[config.mk]
export PLATFORM = sky130hd
export DESIGN_NAME = serial_command_line_tokenizer
export DESIGN_NICKNAME = d
export VERILOG_FILES = /design/src/rtl/sctk_pkg.sv /design/src/rtl/sctk_seq.sv /design/src/rtl/serial_command_line_tokenizer.sv
export SDC_FILE = /design/constraint.sdc
export NUM_CORES = 1
export LEC_CHECK = 0
export BUFFER_PORTS_ARGS = -buffer_cell sky130_fd_sc_hd__buf_2
export CORE_MARGIN = 2
export CORE_UTILIZATION = 38
export CTS_CLUSTER_SIZE = 16
export DETAILED_ROUTE_END_ITERATION = 8
export PLACE_DENSITY = 0.62
export SYNTH_ARGS = -nofsm -noshare
export SYNTH_HDL_FRONTEND = slang
export SYNTH_HIERARCHICAL = 1
export SYNTH_SLANG_ARGS = --single-unit
[constraint.sdc]
create_clock -name clk_i -period 6.6 [get_ports clk_i]
set_input_delay 0.66 -clock clk_i [delete_from_list [all_inputs] [get_ports clk_i]]
set_output_delay 0.66 -clock clk_i [all_outputs]
set_load 0.01 [all_outputs]
[src/rtl/sctk_pkg.sv]
// sctk_pkg: constants, control word layout and microcode table for the
// serial command line tokenizer. No dependencies.
`timescale 1ns / 1ps

package sctk_pkg;

  localparam int LINE_MAX = 64;
  localparam int CMD_MAX  = 16;
  localparam int TOK_MAX  = 16;
  localparam int ARGS_MAX = 8;

  // line length and store address width, token index width, kept-char count width
  localparam int LenW = $clog2(LINE_MAX);
  localparam int IdxW = 5;
  localparam int KW   = 6;

  localparam logic [LenW-1:0] LenMax  = LenW'(LINE_MAX - 1);
  localparam logic [KW-1:0]   CmdLim  = KW'(CMD_MAX - 1);
  localparam logic [KW-1:0]   TokLim  = KW'(TOK_MAX - 1);
  localparam logic [IdxW-1:0] ArgsMax = IdxW'(ARGS_MAX);

  localparam logic [7:0] ChCr  = 8'h0D;
  localparam logic [7:0] ChLf  = 8'h0A;
  localparam logic [7:0] ChBs  = 8'h08;
  localparam logic [7:0] ChDel = 8'h7F;
  localparam logic [6:0] ChSp  = 7'h20;
  localparam logic [6:0] ChTab = 7'h09;

  typedef enum logic [2:0] {
    S_IDLE,
    S_INIT,
    S_TEST,
    S_FETCH,
    S_EXAM,
    S_FIN
  } step_e;

  typedef enum logic [2:0] {
    OP_EDIT,
    OP_INIT,
    OP_NONE,
    OP_READ,
    OP_EXAM,
    OP_FLUSH
  } op_e;

  typedef enum logic [2:0] {
    C_ALWAYS,
    C_LF_LINE,
    C_POS_END,
    C_EXAM_DONE,
    C_FLUSH_DONE
  } cond_e;

  typedef struct packed {
    logic  accept;
    op_e   op;
    cond_e cond;
    step_e jmp;
    step_e nxt;
  } ctrl_t;

  typedef struct packed {
    logic lf_line;
    logic pos_end;
    logic exam_done;
    logic flush_done;
  } cond_t;

  function automatic ctrl_t sctk_rom(step_e s);
    ctrl_t w;
    case (s)
      S_IDLE:  w = '{accept: 1'b1, op: OP_EDIT,  cond: C_LF_LINE,    jmp: S_INIT, nxt: S_IDLE};
      S_INIT:  w = '{accept: 1'b0, op: OP_INIT,  cond: C_ALWAYS,     jmp: S_TEST, nxt: S_TEST};
      S_TEST:  w = '{accept: 1'b0, op: OP_NONE,  cond: C_POS_END,    jmp: S_FIN,  nxt: S_FETCH};
      S_FETCH: w = '{accept: 1'b0, op: OP_READ,  cond: C_ALWAYS,     jmp: S_EXAM, nxt: S_EXAM};
      S_EXAM:  w = '{accept: 1'b0, op: OP_EXAM,  cond: C_EXAM_DONE,  jmp: S_TEST, nxt: S_EXAM};
      S_FIN:   w = '{accept: 1'b0, op: OP_FLUSH, cond: C_FLUSH_DONE, jmp: S_IDLE, nxt: S_FIN};
      default: w = '{accept: 1'b0, op: OP_NONE,  cond: C_ALWAYS,     jmp: S_IDLE, nxt: S_IDLE};
    endcase
    return w;
  endfunction

endpackage

[src/rtl/sctk_seq.sv]
// sctk_seq: step counter and microcode table lookup with conditional jumps.
// Depends on sctk_pkg.
`timescale 1ns / 1ps

module sctk_seq import sctk_pkg::*; (
  input  logic  clk_i,
  input  logic  rst_ni,
  input  cond_t cond_i,
  output ctrl_t ctrl_o
);

  step_e step_q, step_d;
  logic  taken;

  assign ctrl_o = sctk_rom(step_q);

  always_comb begin
    case (ctrl_o.cond)
      C_ALWAYS:     taken = 1'b1;
      C_LF_LINE:    taken = cond_i.lf_line;
      C_POS_END:    taken = cond_i.pos_end;
      C_EXAM_DONE:  taken = cond_i.exam_done;
      C_FLUSH_DONE: taken = cond_i.flush_done;
      default:      taken = 1'b1;
    endcase
    step_d = taken ? ctrl_o.jmp : ctrl_o.nxt;
  end

  always_ff @(posedge clk_i or negedge rst_ni) begin
    if (!rst_ni) begin
      step_q <= S_IDLE;
    end else begin
      step_q <= step_d;
    end
  end

endmodule

[src/rtl/serial_command_line_tokenizer.sv]
// Edits received bytes into a line store; on line feed walks the store and
// emits kept token characters through a pending stage and an output register.
// Steps: edit bytes are taken while idle; after a line feed the sequencer runs
// INIT, then TEST, FETCH and EXAM for each stored character (LINE_MAX-1 at
// most), where EXAM may wait while the output stalls, then FIN flushes the
// pending character. Reset empties the line; the store itself is not cleared.
`timescale 1ns / 1ps

module serial_command_line_tokenizer import sctk_pkg::*; (
  input  logic       clk_i,
  input  logic       rst_ni,
  input  logic       rx_valid_i,
  output logic       rx_ready_o,
  input  logic [7:0] rx_byte_i,
  output logic       token_valid_o,
  input  logic       token_ready_i,
  output logic [3:0] token_index_o,
  output logic [6:0] token_char_o,
  output logic       token_end_o,
  output logic       line_end_o
);

  ctrl_t ctrl;
  cond_t cond;

  logic [6:0] mem [LINE_MAX];
  logic [6:0] rdata_q;

  logic [LenW-1:0] len_q, len_d, pos_q, pos_d;
  logic [KW-1:0]   k_q, k_d, lim_q, lim_d;
  logic [IdxW-1:0] args_q, args_d, idx_q, idx_d;
  logic            have_cmd_q, have_cmd_d, in_tok_q, in_tok_d, keep_q, keep_d;
  logic            pend_v_q, pend_v_d, out_v_q, out_v_d;

  logic [IdxW-1:0] pend_idx_q, pend_idx_d, out_idx_q;
  logic [6:0]      pend_char_q, pend_char_d, out_char_q;
  logic            pend_end_q, pend_end_d, out_end_q, out_line_q;

  logic            mem_we, rd_en, sep, emit, out_free;
  logic            new_keep, exam_done, flush_done;
  logic [IdxW-1:0] new_idx;
  logic [KW-1:0]   new_lim;
  logic            push, push_end, push_line;

  sctk_seq u_seq (
    .clk_i  (clk_i),
    .rst_ni (rst_ni),
    .cond_i (cond),
    .ctrl_o (ctrl)
  );

  assign rx_ready_o    = ctrl.accept;
  assign token_valid_o = out_v_q;
  assign token_index_o = out_idx_q[3:0];
  assign token_char_o  = out_char_q;
  assign token_end_o   = out_end_q;
  assign line_end_o    = out_line_q;

  assign out_free = !out_v_q || token_ready_i;
  assign sep      = (rdata_q == ChSp) || (rdata_q == ChTab);

  // classification of a token that starts here
  always_comb begin
    new_keep = 1'b0;
    new_idx  = '0;
    new_lim  = CmdLim;
    if (!have_cmd_q) begin
      new_keep = 1'b1;
    end else if (args_q < ArgsMax) begin
      new_keep = 1'b1;
      new_idx  = args_q + IdxW'(1);
      new_lim  = TokLim;
    end
  end

  assign emit       = !sep && (in_tok_q ? (keep_q && (k_q < lim_q)) : new_keep);
  assign exam_done  = !(emit && pend_v_q) || out_free;
  assign flush_done = !pend_v_q || out_free;

  assign cond.lf_line    = rx_valid_i && (rx_byte_i == ChLf) && (len_q != '0);
  assign cond.pos_end    = (pos_q == len_q);
  assign cond.exam_done  = exam_done;
  assign cond.flush_done = flush_done;

  always_comb begin
    len_d       = len_q;
    pos_d       = pos_q;
    k_d         = k_q;
    lim_d       = lim_q;
    args_d      = args_q;
    idx_d       = idx_q;
    have_cmd_d  = have_cmd_q;
    in_tok_d    = in_tok_q;
    keep_d      = keep_q;
    pend_v_d    = pend_v_q;
    pend_idx_d  = pend_idx_q;
    pend_char_d = pend_char_q;
    pend_end_d  = pend_end_q;
    mem_we      = 1'b0;
    rd_en       = 1'b0;
    push        = 1'b0;
    push_end    = pend_end_q;
    push_line   = 1'b0;
    case (ctrl.op)
      OP_EDIT: begin
        if (rx_valid_i) begin
          if ((rx_byte_i == ChBs) || (rx_byte_i == ChDel)) begin
            if (len_q != '0) begin
              len_d = len_q - LenW'(1);
            end
          end else if (rx_byte_i inside {[8'h20:8'h7E]}) begin
            if (len_q < LenMax) begin
              mem_we = 1'b1;
              len_d  = len_q + LenW'(1);
            end
          end
        end
      end
      OP_INIT: begin
        pos_d      = '0;
        in_tok_d   = 1'b0;
        have_cmd_d = 1'b0;
        args_d     = '0;
        pend_v_d   = 1'b0;
      end
      OP_READ: begin
        rd_en = 1'b1;
      end
      OP_EXAM: begin
        if (exam_done) begin
          pos_d = pos_q + LenW'(1);
          if (sep) begin
            in_tok_d = 1'b0;
            if (in_tok_q && keep_q) begin
              pend_end_d = 1'b1;
            end
          end else begin
            if (!in_tok_q) begin
              in_tok_d = 1'b1;
              keep_d   = new_keep;
              idx_d    = new_idx;
              lim_d    = new_lim;
              k_d      = '0;
              if (!have_cmd_q) begin
                have_cmd_d = 1'b1;
              end else if (new_keep) begin
                args_d = new_idx;
              end
            end
            if (emit) begin
              push        = pend_v_q;
              pend_v_d    = 1'b1;
              pend_idx_d  = in_tok_q ? idx_q : new_idx;
              pend_char_d = rdata_q;
              pend_end_d  = 1'b0;
              k_d         = in_tok_q ? (k_q + KW'(1)) : KW'(1);
            end
          end
        end
      end
      OP_FLUSH: begin
        if (flush_done) begin
          len_d = '0;
          if (pend_v_q) begin
            push      = 1'b1;
            push_end  = pend_end_q || (in_tok_q && keep_q);
            push_line = 1'b1;
            pend_v_d  = 1'b0;
          end
        end
      end
      default: ;
    endcase
    if (push) begin
      out_v_d = 1'b1;
    end else if (token_ready_i) begin
      out_v_d = 1'b0;
    end else begin
      out_v_d = out_v_q;
    end
  end

  // line store: one write port for editing, one registered read for the scan
  always_ff @(posedge clk_i) begin
    if (mem_we) begin
      mem[len_q] <= rx_byte_i[6:0];
    end
    if (rd_en) begin
      rdata_q <= mem[pos_q];
    end
  end

  always_ff @(posedge clk_i) begin
    pend_idx_q  <= pend_idx_d;
    pend_char_q <= pend_char_d;
    pend_end_q  <= pend_end_d;
    idx_q       <= idx_d;
    lim_q       <= lim_d;
    k_q         <= k_d;
    pos_q       <= pos_d;
    if (push) begin
      out_idx_q  <= pend_idx_q;
      out_char_q <= pend_char_q;
      out_end_q  <= push_end;
      out_line_q <= push_line;
    end
  end

  always_ff @(posedge clk_i or negedge rst_ni) begin
    if (!rst_ni) begin
      len_q      <= '0;
      args_q     <= '0;
      have_cmd_q <= 1'b0;
      in_tok_q   <= 1'b0;
      keep_q     <= 1'b0;
      pend_v_q   <= 1'b0;
      out_v_q    <= 1'b0;
    end else begin
      len_q      <= len_d;
      args_q     <= args_d;
      have_cmd_q <= have_cmd_d;
      in_tok_q   <= in_tok_d;
      keep_q     <= keep_d;
      pend_v_q   <= pend_v_d;
      out_v_q    <= out_v_d;
    end
  end

  // no held character may be left behind when new bytes are taken
  a_idle_no_pend : assert property (@(posedge clk_i) disable iff (!rst_ni)
    rx_ready_o |-> !pend_v_q)
    else $error("pending item while accepting input");

  a_len_bound : assert property (@(posedge clk_i) disable iff (!rst_ni)
    len_q <= LenMax)
    else $error("line length beyond limit");

  a_scan_pos : assert property (@(posedge clk_i) disable iff (!rst_ni)
    (ctrl.op == OP_EXAM || ctrl.op == OP_READ) |-> (pos_q < len_q))
    else $error("scan position past line end");

  a_line_end_tok : assert property (@(posedge clk_i) disable iff (!rst_ni)
    (token_valid_o && line_end_o) |-> token_end_o)
    else $error("line end without token end");

  a_push_free : assert property (@(posedge clk_i) disable iff (!rst_ni)
    push |-> out_free)
    else $error("output register overwritten");

endmodule
==> flow_metrics.env, run 1 <==
export IMPL_setup_viol=0
export IMPL_die_width_um=237
export IMPL_route_vias_total=10123
export IMPL_antenna_found_initial=0
export IMPL_hold_viol=0
export IMPL_power_density_nw_per_um2=357
export IMPL_grt_pass1_wl_um=67600
export IMPL_area_growth_pct=12.4
export IMPL_fin_crit_sh_pct=57.4
export IMPL_route_detailed_wl_per_inst_um=24.4
export IMPL_clk_latency_ps=610
export IMPL_required_ps=6810
export IMPL_cts_tree="built"
export IMPL_std_cell_rows=85
export IMPL_arrival_ps=4000
export IMPL_die_h_um=237
export IMPL_grt_max_degree=118
export IMPL_clk_pin_slew_ps=60
export IMPL_num_nets_final=1131
export IMPL_fmaxAchievable_mhz=264
export IMPL_tightest_slew_ps=1240
export IMPL_drc_errors=0
export IMPL_fin_skew_ps=25.9
export IMPL_utilization_pct=43.1
export IMPL_multi_input_comb_area_um2=4910
export IMPL_cp_cell_sequence="a21boi_0 -> or3_1 -> a2111o_1 -> and4bb_2 -> nand3_1 -> nor2_1"
export IMPL_dieArea_um2=56000
export IMPL_crit_type="flop to flop"
export IMPL_io_pin_count=27
export IMPL_ys_warn_count=6
export IMPL_p_leak_nw=7.31
export IMPL_core_um2=53600
export IMPL_port_buffers=26
export IMPL_slew_headroom_pct=16.9
export IMPL_cp_slowest_cell="nor2_1"
export IMPL_cts_hold_buf=0
export IMPL_register_area_um2=15400
export IMPL_hp_class="input pin to async pin"
export IMPL_wl_um=45000
export IMPL_first_iter_violations=931
export IMPL_wl_met2_um=21400
export IMPL_postSynthAreaPerCell_um2=19.3
export IMPL_crit_buf_inv=0
export IMPL_ir_drop_v=0.000208
export IMPL_reg2reg_slack_ps=2810
export IMPL_drv_cap=0
export IMPL_gp_congestion=0.813
export IMPL_grt_ovfl_total=0
export IMPL_rr_worst_depth=6
export IMPL_crit_path_end_kind="flop"
export IMPL_grt_pass1_vias=10423
export IMPL_fill_cells=4637
export IMPL_dr_max_layer_used="met4"
export IMPL_crit_family="simple AND/OR/NAND/NOR gates"
export IMPL_finalCriticalPeriod_ps=3790
export IMPL_syn_area_um2=20600
export IMPL_viasPerCell=5.48
export IMPL_first_pass_iters=5
export IMPL_clockBufferDepth=3
export IMPL_grt_setup_unrepaired="no"
export IMPL_numClockSinks=515
export IMPL_status="finished clean"
export IMPL_cp_start_kind="flop"
export IMPL_cp_max_fo=16
export IMPL_dp_hpwl_um=27900
export IMPL_final_layout_size_suffix_gt1_share_pct=22.0
export IMPL_fin_tns_setup_ps=0
export IMPL_dr_wl_met3_um=2700
export IMPL_post_cts_setup_buffers=0
export IMPL_regToRegEndpoint="mem[23][1]"
export IMPL_timing_rr_start="u_seq/step_q[1]"
export IMPL_grtUsageTotal_pct=16.3
export IMPL_cts_buffers=52
export IMPL_finalMaxSlewViolations=0
export IMPL_wl_met1_um=19600
export IMPL_critPathMaxStageDelay_ps=670
export IMPL_antennaDiodeCount=0
export IMPL_root_buffer="clkbuf_16"
export IMPL_syn_inst=1065
export IMPL_cts_resized_gates=0
export IMPL_initial_core_util_pct=38.3
export IMPL_htreeDepth=2
export IMPL_postRouteAntennaNets=0
[layout make-up]
type	count	share of cell area, %
well taps	696	3.77
clock inverters	27	1.06
multi-input cells	494	21.2
flip-flops and latches	515	66.5
repair buffers	41	1.10
inverters	7	0.114
clock buffers	68	6.21
[worst register-to-register path, cell delays in order, from the launching register on]
cell and delay (ps):
dfrtp_1 590, a21boi_0 290, or3_1 500, a2111o_1 480
and4bb_2 370, nand3_1 510, nor2_1 680
[placed cells by master (no fill, tap or decap), types with 10 or more instances in the layout]
master     instances
edfxtp_1         496
clkbuf_16         54
a22oi_1           28
clkbuf_1          11
buf_2             26
clkinv_2          10
a22o_1            13
nor2_1            96
nand2_1           39
o21ai_0           17
dfrtp_1           19
buf_4             14
mux4_2           112
a21oi_1           11
nand3_1           12
[state kept, by name, indices dropped and copies added (netlist names)]
name           flops
pos_q              6
u_seq/step_q       3
token_char_o       7
args_q             5
pend_idx_q         4
idx_q              4
have_cmd_q         1
out_idx_q          4
len_q              6
keep_q             1
line_end_o         1
pend_end_q         1
k_q                6
mem              448
token_valid_o      1
pend_char_q        7
in_tok_q           1
token_end_o        1
pend_v_q           1
rdata_q            7
[stage by stage]
stage               hold WS, ps  area [µm²]  power, mW  setup slack [ps]  instances
global placement            403       21400       5.41              2930       1753
CTS                        4.48       23100       8.31              2830       1848
floorplan                   364       20600       4.97              3700       1073
finish                     19.0       23100       8.24              2810       1848
global route               47.6       23100       8.54              2580       1848
detailed placement          408       21400       5.43              2860       1753
[routing by layer]
layer  GRT usage [%]  vias to the layer above
li1                -                     4424
met1            23.0                     5261
met2            26.0                      364
met3            2.34                       74
met4            5.45                        0
met5               0                        -
[power breakdown]
part           leakage (nW)  switching, mW  total [mW]  internal (mW)
sequential             4.72          0.138        3.84           3.70
combinational          1.77          0.879        1.52          0.638
clock                 0.821           1.20        2.88           1.68
total                  7.31           2.22        8.24           6.02
[worst max-delay path by stage]
stage | start | end | cells after the start
floorplan | u_seq/step_q[0] | mem[30][0] | 8
global placement | u_seq/step_q[1] | mem[7][3] | 6
detailed placement | u_seq/step_q[1] | mem[23][1] | 6
CTS | u_seq/step_q[1] | mem[23][5] | 6
global route | u_seq/step_q[1] | mem[39][6] | 6
finish | u_seq/step_q[1] | mem[23][1] | 6
(Power assumes the default switching activity.)
==> inputs of run 2 (changes only) <==
Clock period 6.6 ns to 4 ns, I/O delays scaled along.
==> flow_metrics.env, run 2 (synthesis results as in run 1) <==
export IMPL_grt_pass1_vias=10549
export IMPL_utilization_pct=43.6
export IMPL_clkPwrFrac_pct=33.6
export IMPL_fin_skew_ps=26.2
export IMPL_drc_errors=0
export IMPL_sw_frac_of_total_pct=27.3
export IMPL_clk_latency_ps=600
export IMPL_first_pass_iters=5
export IMPL_drv_cap=0
export IMPL_cts_hold_buf=1
export IMPL_internal_power_mw=9.84
export IMPL_cp_max_fo=9
export IMPL_power_frac_comb_pct=19.6
export IMPL_largest_reg_flops=448
export IMPL_finalCriticalPeriod_ps=3530
export IMPL_crit_type="flop to flop"
export IMPL_final_common_cell="edfxtp_1"
export IMPL_ir_drop_v=0.000315
export IMPL_p_sw_mw=3.69
export IMPL_crit_path_end_kind="flop"
export IMPL_regMostFlops="mem"
export IMPL_port_buffers=26
export IMPL_setup_viol=0
export IMPL_std_cell_rows=85
export IMPL_postRouteAntennaNets=0
export IMPL_route_detailed_wl_per_inst_um=24.9
export IMPL_multi_input_comb_area_um2=4910
export IMPL_status="finished clean"
export IMPL_viasPerCell=5.45
export IMPL_initial_core_util_pct=38.3
export IMPL_fill_cells=4606
export IMPL_hold_viol=0
export IMPL_cts_resized_gates=0
export IMPL_root_buffer="clkbuf_16"
export IMPL_power_density_nw_per_um2=580
export IMPL_grt_max_degree=64
export IMPL_grt_setup_unrepaired="no"
export IMPL_cp_start_kind="flop"
export IMPL_required_ps=4220
export IMPL_grt_ovfl_total=0
export IMPL_fin_crit_sh_pct=88.3
export IMPL_core_um2=53600
export IMPL_antennaDiodeCount=0
export IMPL_dp_hpwl_um=29800
export IMPL_gp_congestion=0.816
export IMPL_post_cts_setup_buffers=0
export IMPL_cts_buffers=52
export IMPL_dp_slack_ps=493
export IMPL_final_layout_size_suffix_gt1_share_pct=24.3
export IMPL_p_leak_nw=7.48
export IMPL_num_nets_final=1169
export IMPL_dieArea_um2=56000
export IMPL_wl_um=46900
export IMPL_clk_pin_slew_ps=60
export IMPL_die_h_um=237
export IMPL_numClockSinks=515
export IMPL_slew_headroom_pct=20.9
export IMPL_hp_class="input pin to flop"
export IMPL_finalMaxSlewViolations=0
export IMPL_grtUsageTotal_pct=17.0
export IMPL_layout_common_cells="edfxtp_1 (496), mux4_2 (112), nor2_1 (96)"
export IMPL_fmaxAchievable_mhz=283
export IMPL_power_frac_seq_pct=46.8
export IMPL_fin_tns_setup_ps=0
export IMPL_tightest_slew_ps=1180
export IMPL_register_area_um2=15400
export IMPL_clockBufferDepth=3
export IMPL_layout_setup_ws_ps=467
export IMPL_reg2reg_slack_ps=470
export IMPL_arrival_ps=3750
export IMPL_io_pin_count=27
export IMPL_htreeDepth=2
export IMPL_grt_pass1_wl_um=70400
export IMPL_route_vias_total=10279
export IMPL_area_growth_pct=13.6
export IMPL_antenna_found_initial=1
export IMPL_die_width_um=237
export IMPL_cts_tree="built"
export IMPL_first_iter_violations=1155
[run 2: cell count changes in the layout (fill, tap and decap cells not counted), sizes merged]
cell and change:
clkbuf -4, buf +37, clkinvlp +1, clkinv +3, dlygate4sd3 +1, bufinv -1
[run 2: through the flow]
| stage | hold slack, ps | cell area, µm² | instances | total power [mW] |
|---|---|---|---|---|
| after global placement | 368 | 21800 | 1790 | 9.06 |
| final | 170 | 23300 | 1885 | 13.5 |
| after floorplan | 104 | 20600 | 1073 | 8.19 |
| after CTS | 137 | 23300 | 1885 | 13.6 |
| after detailed placement | 382 | 21800 | 1790 | 9.09 |
| after global routing | 163 | 23300 | 1885 | 14.1 |
[run 2: final cells by class]
cell class                      count  area share, %
Sequential cell                   515           65.8
Tap cell                          696           3.73
Multi-Input combinational cell    494           21.0
Inverter                            7          0.113
Timing Repair Buffer               79           2.54
Clock buffer                       64           5.77
Clock inverter                     30           1.01
[run 2: final timing paths]
| check | start | cells after the start | endpoint |
|---|---|---|---|
| setup / recovery | u_seq/step_q[0] | 7 | mem[45][3] |
| hold / removal | token_ready_i | 3 | token_valid_o |
| setup reg to reg | u_seq/step_q[0] | 7 | mem[45][3] |
| hold reg to reg | pend_char_q[5] | 0 | token_char_o[5] |
| max in group asynchronous | rst_ni | 2 | len_q[1] |
| min in group asynchronous | rst_ni | 2 | args_q[2] |
[run 2: per-layer routing]
layer | part of all wire, % | track usage, % | up-vias
met2 | 46 | 26.4 | 359
met4 | 3.0 | 5.41 | 0
met1 | 44 | 24.1 | 5356
met5 | 0 | 0 | -
met3 | 6.6 | 3.52 | 69
li1 | - | - | 4495
[run 2: power by group through the flow]
stage | clock network, mW | logic [mW] | registers (mW)
final | 4.55 | 2.65 | 6.33
after global routing | 4.85 | 2.85 | 6.35
after CTS | 4.64 | 2.66 | 6.33
after detailed placement | 0 | 2.65 | 6.44
after global placement | 0 | 2.63 | 6.44
after floorplan | 0 | 1.91 | 6.28
[run 2: critical path, stage by stage, from the launching register on]
cell and delay, ps:
dfrtp_1 480, a21boi_0 170, buf_4 160, or3_1 420
a2111o_1 470, and4bb_2 360, nand2_1 430, nor2_1 680
==> inputs of run 3 (changes only) <==
Settings changed: PLACE_DENSITY 0.62 to 0.64.
==> flow_metrics.env, run 3 (synthesis results as in run 1) <==
export IMPL_antenna_found_initial=0
export IMPL_largest_reg_flops=448
export IMPL_route_vias_total=10339
export IMPL_first_pass_iters=5
export IMPL_fin_crit_sh_pct=92.0
export IMPL_fill_cells=4613
export IMPL_hp_class="input pin to flop"
export IMPL_finalCriticalPeriod_ps=3680
export IMPL_initial_core_util_pct=38.3
export IMPL_setup_viol=0
export IMPL_p_leak_nw=7.55
export IMPL_final_layout_size_suffix_gt1_share_pct=24.3
export IMPL_first_iter_violations=1167
export IMPL_io_pin_count=27
export IMPL_fin_skew_ps=18.9
export IMPL_cts_tree="built"
export IMPL_finalMaxSlewViolations=0
export IMPL_cp_max_fo=8
export IMPL_grt_setup_unrepaired="no"
export IMPL_slew_headroom_pct=20.8
export IMPL_crit_path_end_kind="flop"
export IMPL_cts_buffers=53
export IMPL_drc_errors=0
export IMPL_post_cts_setup_buffers=0
export IMPL_num_nets_final=1160
export IMPL_rr_worst_depth=6
export IMPL_fin_tns_setup_ps=0
export IMPL_cp_start_kind="flop"
export IMPL_gp_congestion=0.836
export IMPL_clockBufferDepth=3
export IMPL_hold_viol=0
export IMPL_crit_type="flop to flop"
export IMPL_postRouteAntennaNets=0
export IMPL_final_common_cell="edfxtp_1"
export IMPL_wl_um=46800
export IMPL_std_cell_rows=85
export IMPL_core_um2=53600
export IMPL_numClockSinks=515
export IMPL_antennaDiodeCount=0
export IMPL_ir_drop_v=0.000333
export IMPL_htreeDepth=2
export IMPL_port_buffers=26
export IMPL_regMostFlops="mem"
export IMPL_grt_pass1_vias=10537
export IMPL_drv_cap=0
export IMPL_utilization_pct=43.9
export IMPL_die_h_um=237
export IMPL_route_detailed_wl_per_inst_um=24.9
export IMPL_area_growth_pct=14.4
export IMPL_grtUsageTotal_pct=16.9
export IMPL_holdPathStages=1
export IMPL_status="finished clean"
export IMPL_clk_pin_slew_ps=60
export IMPL_die_width_um=237
export IMPL_power_density_nw_per_um2=602
export IMPL_layout_setup_ws_ps=321
export IMPL_dp_hpwl_um=28900
export IMPL_arrival_ps=3890
export IMPL_p_total_mw=14.1
export IMPL_grt_max_degree=65
export IMPL_layout_common_cells="edfxtp_1 (496), mux4_2 (112), nor2_1 (96)"
export IMPL_root_buffer="clkbuf_16"
export IMPL_required_ps=4210
export IMPL_grt_pass1_wl_um=69900
export IMPL_grt_ovfl_total=0
export IMPL_tightest_slew_ps=1160
export IMPL_dp_slack_ps=408
export IMPL_clk_latency_ps=590
export IMPL_fmaxAchievable_mhz=272
export IMPL_dieArea_um2=56000
export IMPL_viasPerCell=5.51
==> run 3: where the power goes <==
group | internal (mW) | switching [mW]
logic | 1.11 | 1.50
registers | 6.11 | 0.199
clock network | 3.19 | 2.04
==> run 3: per-stage QoR <==
step | std cells | hold WS [ps] | area [µm²]
6_report | 1877 | 141 | 23500
3_5_place_dp | 1780 | 389 | 21700
4_1_cts | 1877 | 121 | 23500
2_1_floorplan | 1073 | 104 | 20600
5_1_grt | 1877 | 116 | 23500
3_3_place_gp | 1780 | 371 | 21700
==> run 3: worst paths after layout <==
| kind | start | slack [ps] | endpoint |
|---|---|---|---|
| min | rx_byte_i[0] | 140 | mem[48][0] |
| max | u_seq/step_q[2] | 320 | mem[21][1] |
| min reg2reg | pend_idx_q[0] | 420 | out_idx_q[0] |
| max reg2reg | u_seq/step_q[2] | 320 | mem[21][1] |
| min in group asynchronous | rst_ni | 330 | args_q[2] |
| max in group asynchronous | rst_ni | 3320 | len_q[5] |
==> run 3: timing repair <==
action,in CTS,in global routing
hold buffers,1,0
resized for setup,0,0
hold endpoints to repair,19,0
==> run 3: layout make-up <==
type	instances	area (µm²)	area share, %
clock buffer	58	1350	5.72
clock inverter	38	493	2.10
inverter	7	26.3	0.112
multi-input combinational	494	4910	20.9
sequential	515	15400	65.4
tap	696	871	3.70
timing repair buffer	69	505	2.15
==> run 3: routing by layer <==
layer  wire, µm  part of all wire, %  GRT usage, %  vias to the layer above
met5          0                    0             0                        -
met4       1390                  3.0          5.39                        0
met3       3660                  7.8          4.01                       75
met2      21700                   46          26.2                      416
met1      20000                   43          23.6                     5376
li1           -                    -             -                     4472
==> run 3: critical path, stage by stage, from the launching register on <==
cell      delay, ps
dfrtp_1         480
a21boi_0        260
or3_1           500
a2111o_1        480
and4bb_2        380
nand2_1         480
nor2_1          710
